===== src/prtc_pkg.sv =====
// ----------------------------------------------------------------------------
// prtc_pkg
// Types and constants shared by the region table checker and its cells.
// ----------------------------------------------------------------------------
`default_nettype none

package prtc_pkg;

  localparam int unsigned ENTRY_COUNT = 16;
  localparam int unsigned ENTRY_W     = 4;
  localparam int unsigned LIVE_W      = 5;
  localparam int unsigned ADDR_W      = 32;

  localparam logic REG_ENTRIES_IN_USE = 1'b0;

  typedef enum logic [2:0] {
    OP_SET       = 3'd0,
    OP_CLEAR     = 3'd1,
    OP_LOCK      = 3'd2,
    OP_CHECK     = 3'd3,
    OP_GET       = 3'd4,
    OP_CLEAR_ALL = 3'd5
  } op_e;

  typedef enum logic [1:0] {
    ST_OK      = 2'd0,
    ST_INVALID = 2'd1,
    ST_LOCKED  = 2'd2
  } status_e;

  localparam logic [1:0] MODE_OFF   = 2'd0;
  localparam logic [1:0] MODE_TOR   = 2'd1;
  localparam logic [1:0] MODE_NA4   = 2'd2;
  localparam logic [1:0] MODE_NAPOT = 2'd3;

  // One operation word as it travels down the row of cells, together with
  // the result fields the cells fill in on the way.
  typedef struct packed {
    logic                vld;
    op_e                 op;
    logic [ENTRY_W-1:0]  entry;
    logic [ADDR_W-1:0]   base;
    logic [ADDR_W-1:0]   size;
    logic [2:0]          perms;
    logic [1:0]          mode;
    logic [ADDR_W-1:0]   addr;
    logic                entry_ok;
    logic                napot_ok;
    logic [1:0]          status;
    logic                granted;
    logic                found;
    logic [ENTRY_W-1:0]  match_idx;
    logic [ADDR_W-1:0]   rd_base;
    logic [ADDR_W-1:0]   rd_size;
    logic [2:0]          rd_perms;
    logic [1:0]          rd_mode;
    logic                rd_active;
    logic                rd_locked;
  } tok_t;

endpackage

`default_nettype wire


===== src/prtc_cell.sv =====
// ----------------------------------------------------------------------------
// prtc_cell
// One table entry. Applies the passing word to its own entry and hands the
// word on to the next cell in the following cycle.
// ----------------------------------------------------------------------------
`default_nettype none

module prtc_cell (
  input  wire logic                           clk_i,
  input  wire logic                           rst_ni,
  input  wire logic [prtc_pkg::ENTRY_W-1:0]   idx_i,
  input  wire logic [prtc_pkg::LIVE_W-1:0]    live_n_i,
  input  wire prtc_pkg::tok_t                 tok_i,
  output prtc_pkg::tok_t                      tok_o
);

  logic [prtc_pkg::ADDR_W-1:0] base_q, base_d;
  logic [prtc_pkg::ADDR_W-1:0] size_q, size_d;
  logic [2:0]                  perm_q, perm_d;
  logic [1:0]                  mode_q, mode_d;
  logic                        active_q, active_d;
  logic                        lock_q, lock_d;
  logic                        vld_q;
  prtc_pkg::tok_t              tok_q, tok_d;

  logic                        sel;
  logic                        live;
  logic                        hit;
  logic [prtc_pkg::ADDR_W:0]   lo;
  logic [prtc_pkg::ADDR_W:0]   hi;
  logic [prtc_pkg::ADDR_W:0]   a;

  assign sel  = tok_i.entry_ok && (tok_i.entry == idx_i);
  assign live = ({1'b0, idx_i} < live_n_i);

  // The upper bound is formed one bit wider so a region never wraps.
  assign lo  = {1'b0, base_q};
  assign hi  = {1'b0, base_q} + {1'b0, size_q};
  assign a   = {1'b0, tok_i.addr};
  assign hit = active_q && (a >= lo) && (a < hi);

  always_comb begin
    tok_d    = tok_i;
    base_d   = base_q;
    size_d   = size_q;
    perm_d   = perm_q;
    mode_d   = mode_q;
    active_d = active_q;
    lock_d   = lock_q;
    if (tok_i.vld) begin
      case (tok_i.op)
        prtc_pkg::OP_SET: begin
          if (sel) begin
            if (lock_q) begin
              tok_d.status = prtc_pkg::ST_LOCKED;
            end else if (tok_i.mode == prtc_pkg::MODE_NAPOT && !tok_i.napot_ok) begin
              tok_d.status = prtc_pkg::ST_INVALID;
            end else begin
              base_d   = tok_i.base;
              size_d   = tok_i.size;
              perm_d   = tok_i.perms;
              mode_d   = tok_i.mode;
              active_d = 1'b1;
            end
          end
        end
        prtc_pkg::OP_CLEAR: begin
          if (sel) begin
            if (lock_q) begin
              tok_d.status = prtc_pkg::ST_LOCKED;
            end else begin
              base_d   = '0;
              size_d   = '0;
              perm_d   = '0;
              active_d = 1'b0;
            end
          end
        end
        prtc_pkg::OP_LOCK: begin
          if (sel) begin
            lock_d = 1'b1;
          end
        end
        prtc_pkg::OP_CHECK: begin
          // Cells are visited in ascending order, so the first hit wins.
          if (live && hit && !tok_i.found) begin
            tok_d.found     = 1'b1;
            tok_d.match_idx = idx_i;
            tok_d.granted   = ((perm_q & tok_i.perms) == tok_i.perms);
          end
        end
        prtc_pkg::OP_GET: begin
          if (sel) begin
            tok_d.rd_base   = base_q;
            tok_d.rd_size   = size_q;
            tok_d.rd_perms  = perm_q;
            tok_d.rd_mode   = mode_q;
            tok_d.rd_active = active_q;
            tok_d.rd_locked = lock_q;
          end
        end
        prtc_pkg::OP_CLEAR_ALL: begin
          if (live && !lock_q) begin
            active_d = 1'b0;
          end
        end
        default: begin
        end
      endcase
    end
  end

  always_ff @(posedge clk_i or negedge rst_ni) begin
    if (!rst_ni) begin
      base_q   <= '0;
      size_q   <= '0;
      perm_q   <= '0;
      mode_q   <= '0;
      active_q <= 1'b0;
      lock_q   <= 1'b0;
      vld_q    <= 1'b0;
    end else begin
      base_q   <= base_d;
      size_q   <= size_d;
      perm_q   <= perm_d;
      mode_q   <= mode_d;
      active_q <= active_d;
      lock_q   <= lock_d;
      vld_q    <= tok_i.vld;
    end
  end

  always_ff @(posedge clk_i) begin
    tok_q <= tok_d;
  end

  always_comb begin
    tok_o     = tok_q;
    tok_o.vld = vld_q;
  end

endmodule

`default_nettype wire


===== config.mk =====
export PLATFORM = sky130hd
export DESIGN_NAME = prtc_cell
export DESIGN_NICKNAME = d
export VERILOG_FILES = /design/src/prtc_pkg.sv /design/src/prtc_cell.sv
export SDC_FILE = /design/constraint.sdc
export NUM_CORES = 1
export LEC_CHECK = 0
export ABC_AREA = 0
export ABC_CLOCK_PERIOD_IN_PS = 4300
export BUFFER_PORTS_ARGS = -buffer_cell sky130_fd_sc_hd__buf_2
export CORE_UTILIZATION = 45
export CTS_CLUSTER_SIZE = 30
export DETAILED_ROUTE_END_ITERATION = 8
export PLACE_DENSITY = 0.76
export SLEW_MARGIN = 0
export SYNTH_ARGS = -nofsm -noshare
export SYNTH_HDL_FRONTEND = slang
export SYNTH_SLANG_ARGS = --single-unit

===== constraint.sdc =====
create_clock -name clk_i -period 4.3 [get_ports clk_i]
set_clock_uncertainty 0.2 [all_clocks]
set_input_delay 0.86 -clock clk_i [delete_from_list [all_inputs] [get_ports clk_i]]
set_output_delay 0.86 -clock clk_i [all_outputs]
set_load 0.005 [all_outputs]

==> results of run 1 <==
layout make-up:
cell class | instances | area, um^2
diodes | 1 | 2.502
clock buffers | 39 | 729.5
clock inverters | 6 | 32.53
fillers | 1878 | 8242
inverters | 57 | 214.0
multi-input cells | 703 | 4871
flip-flops and latches | 261 | 5585
well taps | 313 | 391.6
repair buffers | 496 | 2779
sequential cells by signal, summed over array words and instances, names as in the netlist:
signal and flops:
lock_q 1, size_q 32, active_q 1, base_q 32
vld_q 1, mode_q 2, perm_q 3, tok_o 189
final timing paths:
check / cells past startpoint / end
worst min register to register: 2 / perm_q[0]
worst max register to register: 19 / tok_o[72]
max in group asynchronous: 1 / size_q[9]
worst min-delay path: 1 / tok_o[138]
min in group asynchronous: 1 / base_q[26]
worst max-delay path: 19 / tok_o[72]
stage by stage:
step / util [%] / setup slack (ps) / area [um^2] / total power, uW
2_1_floorplan: - / -19.32 / 10670 / 2749
3_3_place_gp: 59.91 / -355.8 / 13690 / 3020
3_5_place_dp: 59.91 / -445.6 / 13690 / 3032
4_1_cts: 63.55 / -209.7 / 14520 / 5080
5_1_grt: 63.93 / -413.7 / 14610 / 5234
6_report: 63.93 / -217.7 / 14610 / 5046
synthesized netlist by cell type (2+ instances only):
cell | instances | area share (%)
a31oi_1 | 5 | 0.30
or3_1 | 3 | 0.18
a211oi_1 | 3 | 0.21
a21oi_1 | 47 | 2.2
ha_1 | 98 | 12
xnor2_1 | 18 | 1.5
o31ai_1 | 2 | 0.14
a22oi_1 | 2 | 0.14
and2_1 | 3 | 0.18
nand2_1 | 194 | 6.9
nand3_1 | 14 | 0.66
o21a_1 | 7 | 0.50
a222oi_1 | 2 | 0.19
a21o_1 | 30 | 2.1
o21bai_1 | 10 | 0.71
o2111ai_1 | 2 | 0.17
o21ai_0 | 126 | 5.9
dfrtp_1 | 72 | 17
nor2_1 | 19 | 0.67
inv_1 | 57 | 2.0
or2_2 | 2 | 0.12
nand2b_1 | 10 | 0.59
nand4_1 | 10 | 0.59
a21boi_0 | 2 | 0.14
clkbuf_1 | 34 | 1.2
o21ai_1 | 3 | 0.14
nor3_1 | 6 | 0.28
a221oi_1 | 3 | 0.25
dfxtp_1 | 189 | 36
o211ai_1 | 4 | 0.28
and3_1 | 3 | 0.18
nor2b_1 | 5 | 0.30
xor2_1 | 12 | 0.99
nor4_1 | 2 | 0.12
and4_1 | 2 | 0.17
mux2_2 | 40 | 4.2
timing repair:
action / CTS / global route
pin swaps: 18 / 8
hold buffers: 0 / 0
setup endpoints to repair: 6 / 6
buffers inserted: 4 / 1
gates resized for setup: 11 / 17
power breakdown:
| group | internal [uW] | leakage (uW) | switching (uW) | total [uW] |
|---|---|---|---|---|
| Combinational | 216 | 0.00441 | 224 | 440 |
| Clock | 1160 | 0.000373 | 894 | 2060 |
| Sequential | 2530 | 0.00259 | 23.1 | 2550 |
| Total | 3900 | 0.00737 | 1140 | 5050 |
cells by family (layout without fill, tap and decap cells):
group | Yosys count | count (layout) | share of synthesized area (%)
compound gates | 257 | 257 | 14.22
xor+xnor | 30 | 30 | 2.478
fa+ha+maj | 99 | 99 | 11.75
buf+inv | 92 | 598 | 3.292
flops | 261 | 261 | 52.68
mux | 40 | 40 | 4.248
other cells | 0 | 1 | 0
simple gates | 277 | 277 | 11.33
worst max-delay path: cells and delay by family, from the launching register on:
family	cells	cell delay, ps
compound gates	10	1910
xor+xnor	1	120
fa+ha+maj	3	900
buf+inv	1	140
flops	1	380
mux	1	300
simple gates	3	440
layer usage:
layer / track usage [%] / routed length [um] / up-vias
met2: 43.97 / 15070 / 312
met1: 30.58 / 12740 / 4251
li1: - / - / 4604
met3: 4.819 / 1964 / 34
met5: 0 / 15 / -
met4: 5.275 / 416 / 2
==> results.md, run 1 <==
* Inst Count DP at 1825
* Initial Util at 46.41%
* Most frequent cells in the layout: buf_2 (389), nand2_1 (193), dfxtp_1 (189), o21ai_0 (121), buf_4 (104)
* Row Count at 55
* Cells after synthesis at 1056
* RR Startpoint: size_q[0]
* Die height at 155.5 um
* Worst reg-to-reg setup slack at -220 ps
* Number of synthesized flops with an enable pin at 0
* Slew Viols, Final at 0
* Startpoint Class: flop
* Routed Wire Length at 30210 um
* Htree depth at 1
* Minimum clock period at 4518 ps
* Post-synth top flop: dfxtp_1
* CTS clk-pin slew, worst paths at 70 ps
* CP arrival at 4720 ps
* Max Freq at 0.2214 GHz
* Post-DRT Antenna Nets at 0
* Hold Slack at 251.2 ps
* # nets final at 1844
* Initial antenna violation count at 2
* Unrepaired setup endpoints after global routing: yes
* Wire per inst at 16.10 um
* Fin. Hold Viols at 0
* Failing checks: setup timing
* CP max stage delay at 380 ps
* CTS sink cnt at 261
* Max Root-Sink Buffers at 3
* Post-route clock period utilization at 105.1%
* Relative slew slack at 32.37%
* Slew @ Worst Pin at 1015 ps
* Crit. End Element: flop
* Most common cell after layout, fill and taps aside: buf_2
* Fraction of layout cells with a size suffix above 1 at 39.12%
* Drt first-iter violations at 463
* Largest net degree at the start of global routing at 112
* Area growth from synthesis to layout at 37.75%
* Worst hold start: tok_i[138]
* Die area at 0.02418 mm^2
* Die X-Extent at 155.5 um
* I/O pin cnt at 391
* First-pass GRT wire length at 47200 um
* Cell area after synthesis at 0.01060 mm^2
* Most frequent cell on the critical path: o21ai_1
* Peak VDD IR at 417.0 uV
* IO Port Bufs at 390
* Kind of critical path: flop to flop
* Pwr dens at 345.5 mW/mm^2
* Min-Delay Path Class: primary input to flop
* Synth Net Count at 1356
* RePlAce Congestion at 0.8840
* Critical path origin: size_q[0]
* Status: finished with violations
* Total CTS buffers at 25
* CP Cell Sequence: ha_2 -> fa_2 -> a211oi_2 -> o21ai_1 -> a22oi_2 -> o21ai_2 -> a21o_1 -> a21oi_1 -> xor2_1 -> ha_1 -> nand4_1 -> nor3_2 -> o2111ai_2 -> a31oi_2 -> o21ai_1 -> a21oi_2 -> nor4_4 -> buf_6 -> mux2_4
* CORE AREA at 0.02285 mm^2
* CTS tree: yes
* Setup Viol. Count Final at 5
* Synth Area per Inst at 10.04 um^2
* FF+latch count, synth at 261
* Max_cap viols at 0
* GRT overflow at 0
* DRT Pass-1 Iters at 5
* Routed vias/inst at 4.906
* Skew-Pair Late Insertion Delay at 520 ps
* Drt drc at 0
* DR vias at 9203
* Number of global-route vias before repair at 9337
* CTS root buffer: clkbuf_16
* Dpl hpwl at 23640 um
* Worst EP required at 4500 ps
* Synth warnings at 0
* Total GRT Usage at 24.59%
* Share of the yosys chip area belonging to registers at 52.68%
* Setup TNS at -1041 ps
* Asr flop ratio synth at 27.59%
* Slowest cell on crit path: dfrtp_1
* Leakage at 0.007373 uW
* Worst-path fanout max at 5
* Final worst slack at -217.7 ps
* Synth unique cells at 51
* Layout Cells excl Fill at 1876
Note: power is estimated with default switching activity, not from simulation.
==> run 2, diff against run 1 <==
RECOVER_POWER = 25   (was default)
REMOVE_ABC_BUFFERS = 1   (was default)
SETUP_SLACK_MARGIN = 0.3   (was default)
==> run 2 against run 1 <==
Effect of this change:
- the run still ends with setup timing left
- sequential power is essentially flat
- combinational power shrank 4%
- sequential cell count is the same
- critical path depth grew 2
- final area grew 0.45%
- core utilization grew 0.28 points
- maximum frequency grew 0.81%
- power grew 4.3%
- largest power group unchanged
==> results.md, run 2 (synthesized netlist as in run 1, its figures left out) <==
* First-pass GRT wire length at 47440 um
* Kind of critical path: flop to flop
* GRT overflow at 0
* Die area at 0.02418 mm^2
* Initial antenna violation count at 1
* CTS root buffer: clkbuf_16
* Crit. End Element: flop
* Design Area, Final at 0.01467 mm^2
* Max Freq at 0.2231 GHz
* Failing checks: setup timing
* Die X-Extent at 155.5 um
* Fraction of layout cells with a size suffix above 1 at 33.52%
* Peak VDD IR at 360.6 uV
* Final worst slack at -181.5 ps
* Minimum clock period at 4481 ps
* Area growth from synthesis to layout at 38.36%
* Grt peak-use layer: met2
* Skew-Pair Late Insertion Delay at 530 ps
* Routed Wire Length at 30990 um
* Worst EP required at 4510 ps
* Drt drc at 0
* Largest net degree at the start of global routing at 73
* Routed vias/inst at 4.935
* Max reg flops at 189
* Status: finished with violations
* Row Count at 55
* Min-Delay Path Class: primary input to asynchronous set/reset pin
* DR vias at 9322
* Fin. Hold Viols at 0
* Leakage at 0.007200 uW
* Pre-CTS setup slack at -695.2 ps
* I/O pin cnt at 391
* Total GRT Usage at 24.82%
* Post-DRT Antenna Nets at 0
* Number of global-route vias before repair at 9393
* Hold-fix buffer count after cts at 0
* Slew Viols, Final at 0
* Setup TNS at -861.3 ps
* CTS tree: yes
* Relative slew slack at 32.85%
* Htree depth at 1
* GR Util met2 at 44.16%
* CTS sink cnt at 261
* Dpl hpwl at 23610 um
* DRT Pass-1 Iters at 5
* Unrepaired setup endpoints after global routing: yes
* Wire per inst at 16.41 um
* CTS clk-pin slew, worst paths at 70 ps
* Max Root-Sink Buffers at 3
* Layout Cells excl Fill at 1889
* Setup Viol. Count Final at 5
* Met1 Usage GRT at 30.08%
* Fill cells at 1964
* Multi-input gate area at 0.004881 mm^2
* Inst Count DP at 1823
* Hold Slack at 225.3 ps
* CP arrival at 4690 ps
* Most common cell after layout, fill and taps aside: buf_2
* Slew @ Worst Pin at 1007 ps
* Most frequent cells in the layout: buf_2 (292), nand2_1 (192), dfxtp_1 (189), o21ai_0 (121), buf_4 (115)
* Max_cap viols at 0
* Worst-path fanout max at 5
* DP Area at 0.01359 mm^2
* Post-route clock period utilization at 104.2%
* Pwr dens at 358.9 mW/mm^2
* Drt first-iter violations at 398
* CORE AREA at 0.02285 mm^2
* Startpoint Class: flop
* Initial Util at 46.41%
* Die height at 155.5 um
* Register Area at 0.005585 mm^2
* IO Port Bufs at 390
* # nets final at 1855
* Total CTS buffers at 26
* Grt met3 use at 4.680%
* RePlAce Congestion at 0.9090
## run 2: stage by stage
stage | utilization, % | total power, uW
finish | 64.21 | 5265
global route | 64.20 | 5455
CTS | 64.23 | 5323
detailed placement | 59.48 | 3024
global placement | 59.48 | 3013
floorplan | - | 2748
## run 2: critical path, stage by stage (launching register included)
cell       delay (ps)
dfrtp_1           390
ha_1              330
nand3_1            90
o211ai_1          260
a31oi_2           160
nand2_2           140
a21o_1            170
o311a_1           190
o2111ai_2         120
a311o_1           390
xor2_1            150
ha_1              200
a211o_1           280
a21oi_2           120
o21ai_2            80
nor2_1             80
o211ai_1          110
o21ai_2           180
a21oi_2            80
nor4_4            160
buf_6             160
mux2_2            330
## run 2: cell type report
cell class | instances | area share, %
diodes | 1 | 0.01706
clock buffers | 40 | 5.501
clock inverters | 8 | 0.4691
inverters | 57 | 1.458
multi-input cells | 703 | 33.27
flip-flops and latches | 261 | 38.07
well taps | 313 | 2.670
repair buffers | 506 | 18.54
## run 2: final timing paths
kind,startpoint,endpoint,slack (ps),cells past startpoint
worst max-delay path,size_q[3],tok_o[72],-180,21
worst min-delay path,rst_ni,base_q[28],230,1
worst max register to register,size_q[3],tok_o[72],-180,21
worst min register to register,perm_q[1],perm_q[1],290,2
max in group asynchronous,rst_ni,base_q[30],2920,1
min in group clk_i,tok_i[167],tok_o[167],250,1
## run 2: where the power goes
| group | switching, uW | internal, uW | total, uW |
|---|---|---|---|
| registers | 22.3 | 2530 | 2550 |
| logic | 223 | 202 | 424 |
| clock network | 939 | 1350 | 2290 |
| total | 1180 | 4080 | 5260 |
## run 2: repair_timing
action / 4_1_cts / 5_1_grt
buffers inserted: 12 / 5
pin swaps: 19 / 19
gates resized for setup: 27 / 12
endpoints found under the setup margin: 6 / 6
## run 2: layer usage
metal	wire (um)	share of wire [%]
met1	12810	41
met2	15460	50
met3	1785	5.8
met4	943	3.0
met5	0	0
==> run 3, diff against run 2 <==
ABC_CLOCK_PERIOD_IN_PS = 5700   (was 4300)
CAP_MARGIN = 0   (was default)
PLACE_DENSITY = 0.73   (was 0.76)
clock period = 5.7 ns   (was 4.3 ns; I/O delays follow)
==> run 3 against run 2 <==
Effect of this change:
- first-iteration DRC count rose by 10%
- critical path type unchanged
- sequential cell count did not move
- cell count fell by 5.9%
- register-to-register slack improved by 850 ps
- the flow finishes with violations (capacitance limit, slew limit)
- combinational power fell by 28%
- final area fell by 7.0%
- worst hold slack improved by 61 ps
- core utilization fell by 4.5 points
- clock power fell by 24%
- global-route usage fell by 1.1 points
- power fell by 24%
==> results.md, run 3 (synthesized netlist as in run 1, its figures left out) <==
* Slew Viols, Final at 29
* First-pass GRT wire length at 45230 um
* Most common cell after layout, fill and taps aside: buf_2
* Max_cap viols at 1
* Die area at 0.02418 mm^2
* Failing checks: capacitance limit, slew limit
* Total GRT Usage at 23.74%
* Max Root-Sink Buffers at 3
* Tot Pwr at 3978 uW
* Worst EP required at 5920 ps
* CTS root buffer: clkbuf_16
* Worst-path fanout max at 5
* Largest net degree at the start of global routing at 87
* Crit. End Element: flop
* CP arrival at 5250 ps
* Fin. Hold Viols at 0
* CORE AREA at 0.02285 mm^2
* Inst Count DP at 1729
* Minimum clock period at 5029 ps
* Relative slew slack at -10.53%
* Area growth from synthesis to layout at 28.70%
* CTS tree: yes
* Slew @ Worst Pin at 1658 ps
* Drt first-iter violations at 439
* Max reg flops at 189
* Htree depth at 1
* Drt drc at 0
* Pwr dens at 291.5 mW/mm^2
* Most frequent cells in the layout: buf_2 (297), nand2_1 (193), dfxtp_1 (189), o21ai_0 (126), clkbuf_1 (99)
* Die height at 155.5 um
* Number of global-route vias before repair at 8697
* CTS sink cnt at 261
* RePlAce Congestion at 0.8304
* I/O pin cnt at 391
* Peak VDD IR at 281.4 uV
* Unrepaired setup endpoints after global routing: no
* Dpl hpwl at 22730 um
* Startpoint Class: flop
* DRT Pass-1 Iters at 5
* Max Freq at 0.1988 GHz
* # nets final at 1745
* Fraction of layout cells with a size suffix above 1 at 26.98%
* # diodes at 0
* CTS clk-pin slew, worst paths at 60 ps
* Kind of critical path: flop to flop
* Initial Util at 46.41%
* Hold Slack at 286.2 ps
* Routed vias/inst at 4.936
* Leakage at 0.006617 uW
* GRT overflow at 0
* DR vias at 8772
* Setup Viol. Count Final at 0
* Register Area at 0.005585 mm^2
* Post-route clock period utilization at 88.23%
* Hold-fix buffer count after cts at 0
* Die X-Extent at 155.5 um
* Fill cells at 2069
* Wire per inst at 16.48 um
* Row Count at 55
* Total CTS buffers at 26
* Status: finished with violations
* Layout Cells excl Fill at 1777
* Initial antenna violation count at 1
* Multi-input gate area at 0.004693 mm^2
* Min-Delay Path Class: flop to flop
* Post-DRT Antenna Nets at 0
* Routed Wire Length at 29280 um
* Skew-Pair Late Insertion Delay at 540 ps
* Worst reg-to-reg setup slack at 670 ps
* Final Core Density at 59.73%
* Setup TNS at 0 ps
* IO Port Bufs at 390
-- run 3: cell types whose count changed in the layout (fill, tap and decap cells not counted), sizes merged --
cell	delta
clkbuf	-6
clkinv	+1
diode	-1
inv	-1
buf	-107
bufinv	+2
-- run 3: metal layers --
layer	global-route usage [%]	vias up	wire length, um
met4	4.949	0	543
met2	42.73	272	14580
li1	-	4412	-
met1	29.67	4056	12590
met5	0	-	0
met3	4.123	32	1570
-- run 3: through the flow --
stage / cell area, um^2 / setup WS (ps)
after global placement: 12870 / 631.5
after detailed placement: 12870 / 513.4
after floorplan: 10470 / 913.3
final: 13650 / 671.0
after global routing: 13650 / 311.0
after CTS: 13750 / 488.8
-- run 3: area by class of cell --
cell class	instances	area share, %
Sequential cell	261	40.93
Tap cell	313	2.870
Clock buffer	37	5.437
Multi-Input combinational cell	703	34.39
Clock inverter	10	1.018
Inverter	57	1.568
Timing Repair Buffer	396	13.78
-- run 3: power by group --
part           internal, uW  switching, uW
combinational           145            161
sequential             1910           17.3
clock                  1040            707
total                  3090            885
-- run 3: worst paths after layout --
kind / start / end / cells after the start
min: perm_q[2] / perm_q[2] / 2
max reg2reg: base_q[0] / tok_o[76] / 20
min in group asynchronous: rst_ni / size_q[26] / 1
min reg2reg: perm_q[2] / perm_q[2] / 2
max: base_q[0] / tok_o[76] / 20
max in group asynchronous: rst_ni / base_q[1] / 2
-- run 3: what timing repair did --
action	in CTS	in global routing
gates resized for setup	0	1
buffers inserted	0	1
setup endpoints to repair	0	5
-- run 3: worst max-delay path: stages, from the launching register on --
cell and delay [ps]:
dfrtp_1 410, ha_1 250, fa_1 430, a211oi_1 310, o21ai_0 180, a22oi_2 300, buf_4 180, o21ai_0 160
a21o_1 220, a21oi_1 160, xor2_1 170, ha_1 260, nand4_1 110, nor3_1 80, a221oi_1 340, a31oi_1 150
o21ai_0 240, a21oi_2 110, nor4_4 140, buf_4 180, mux2_2 330
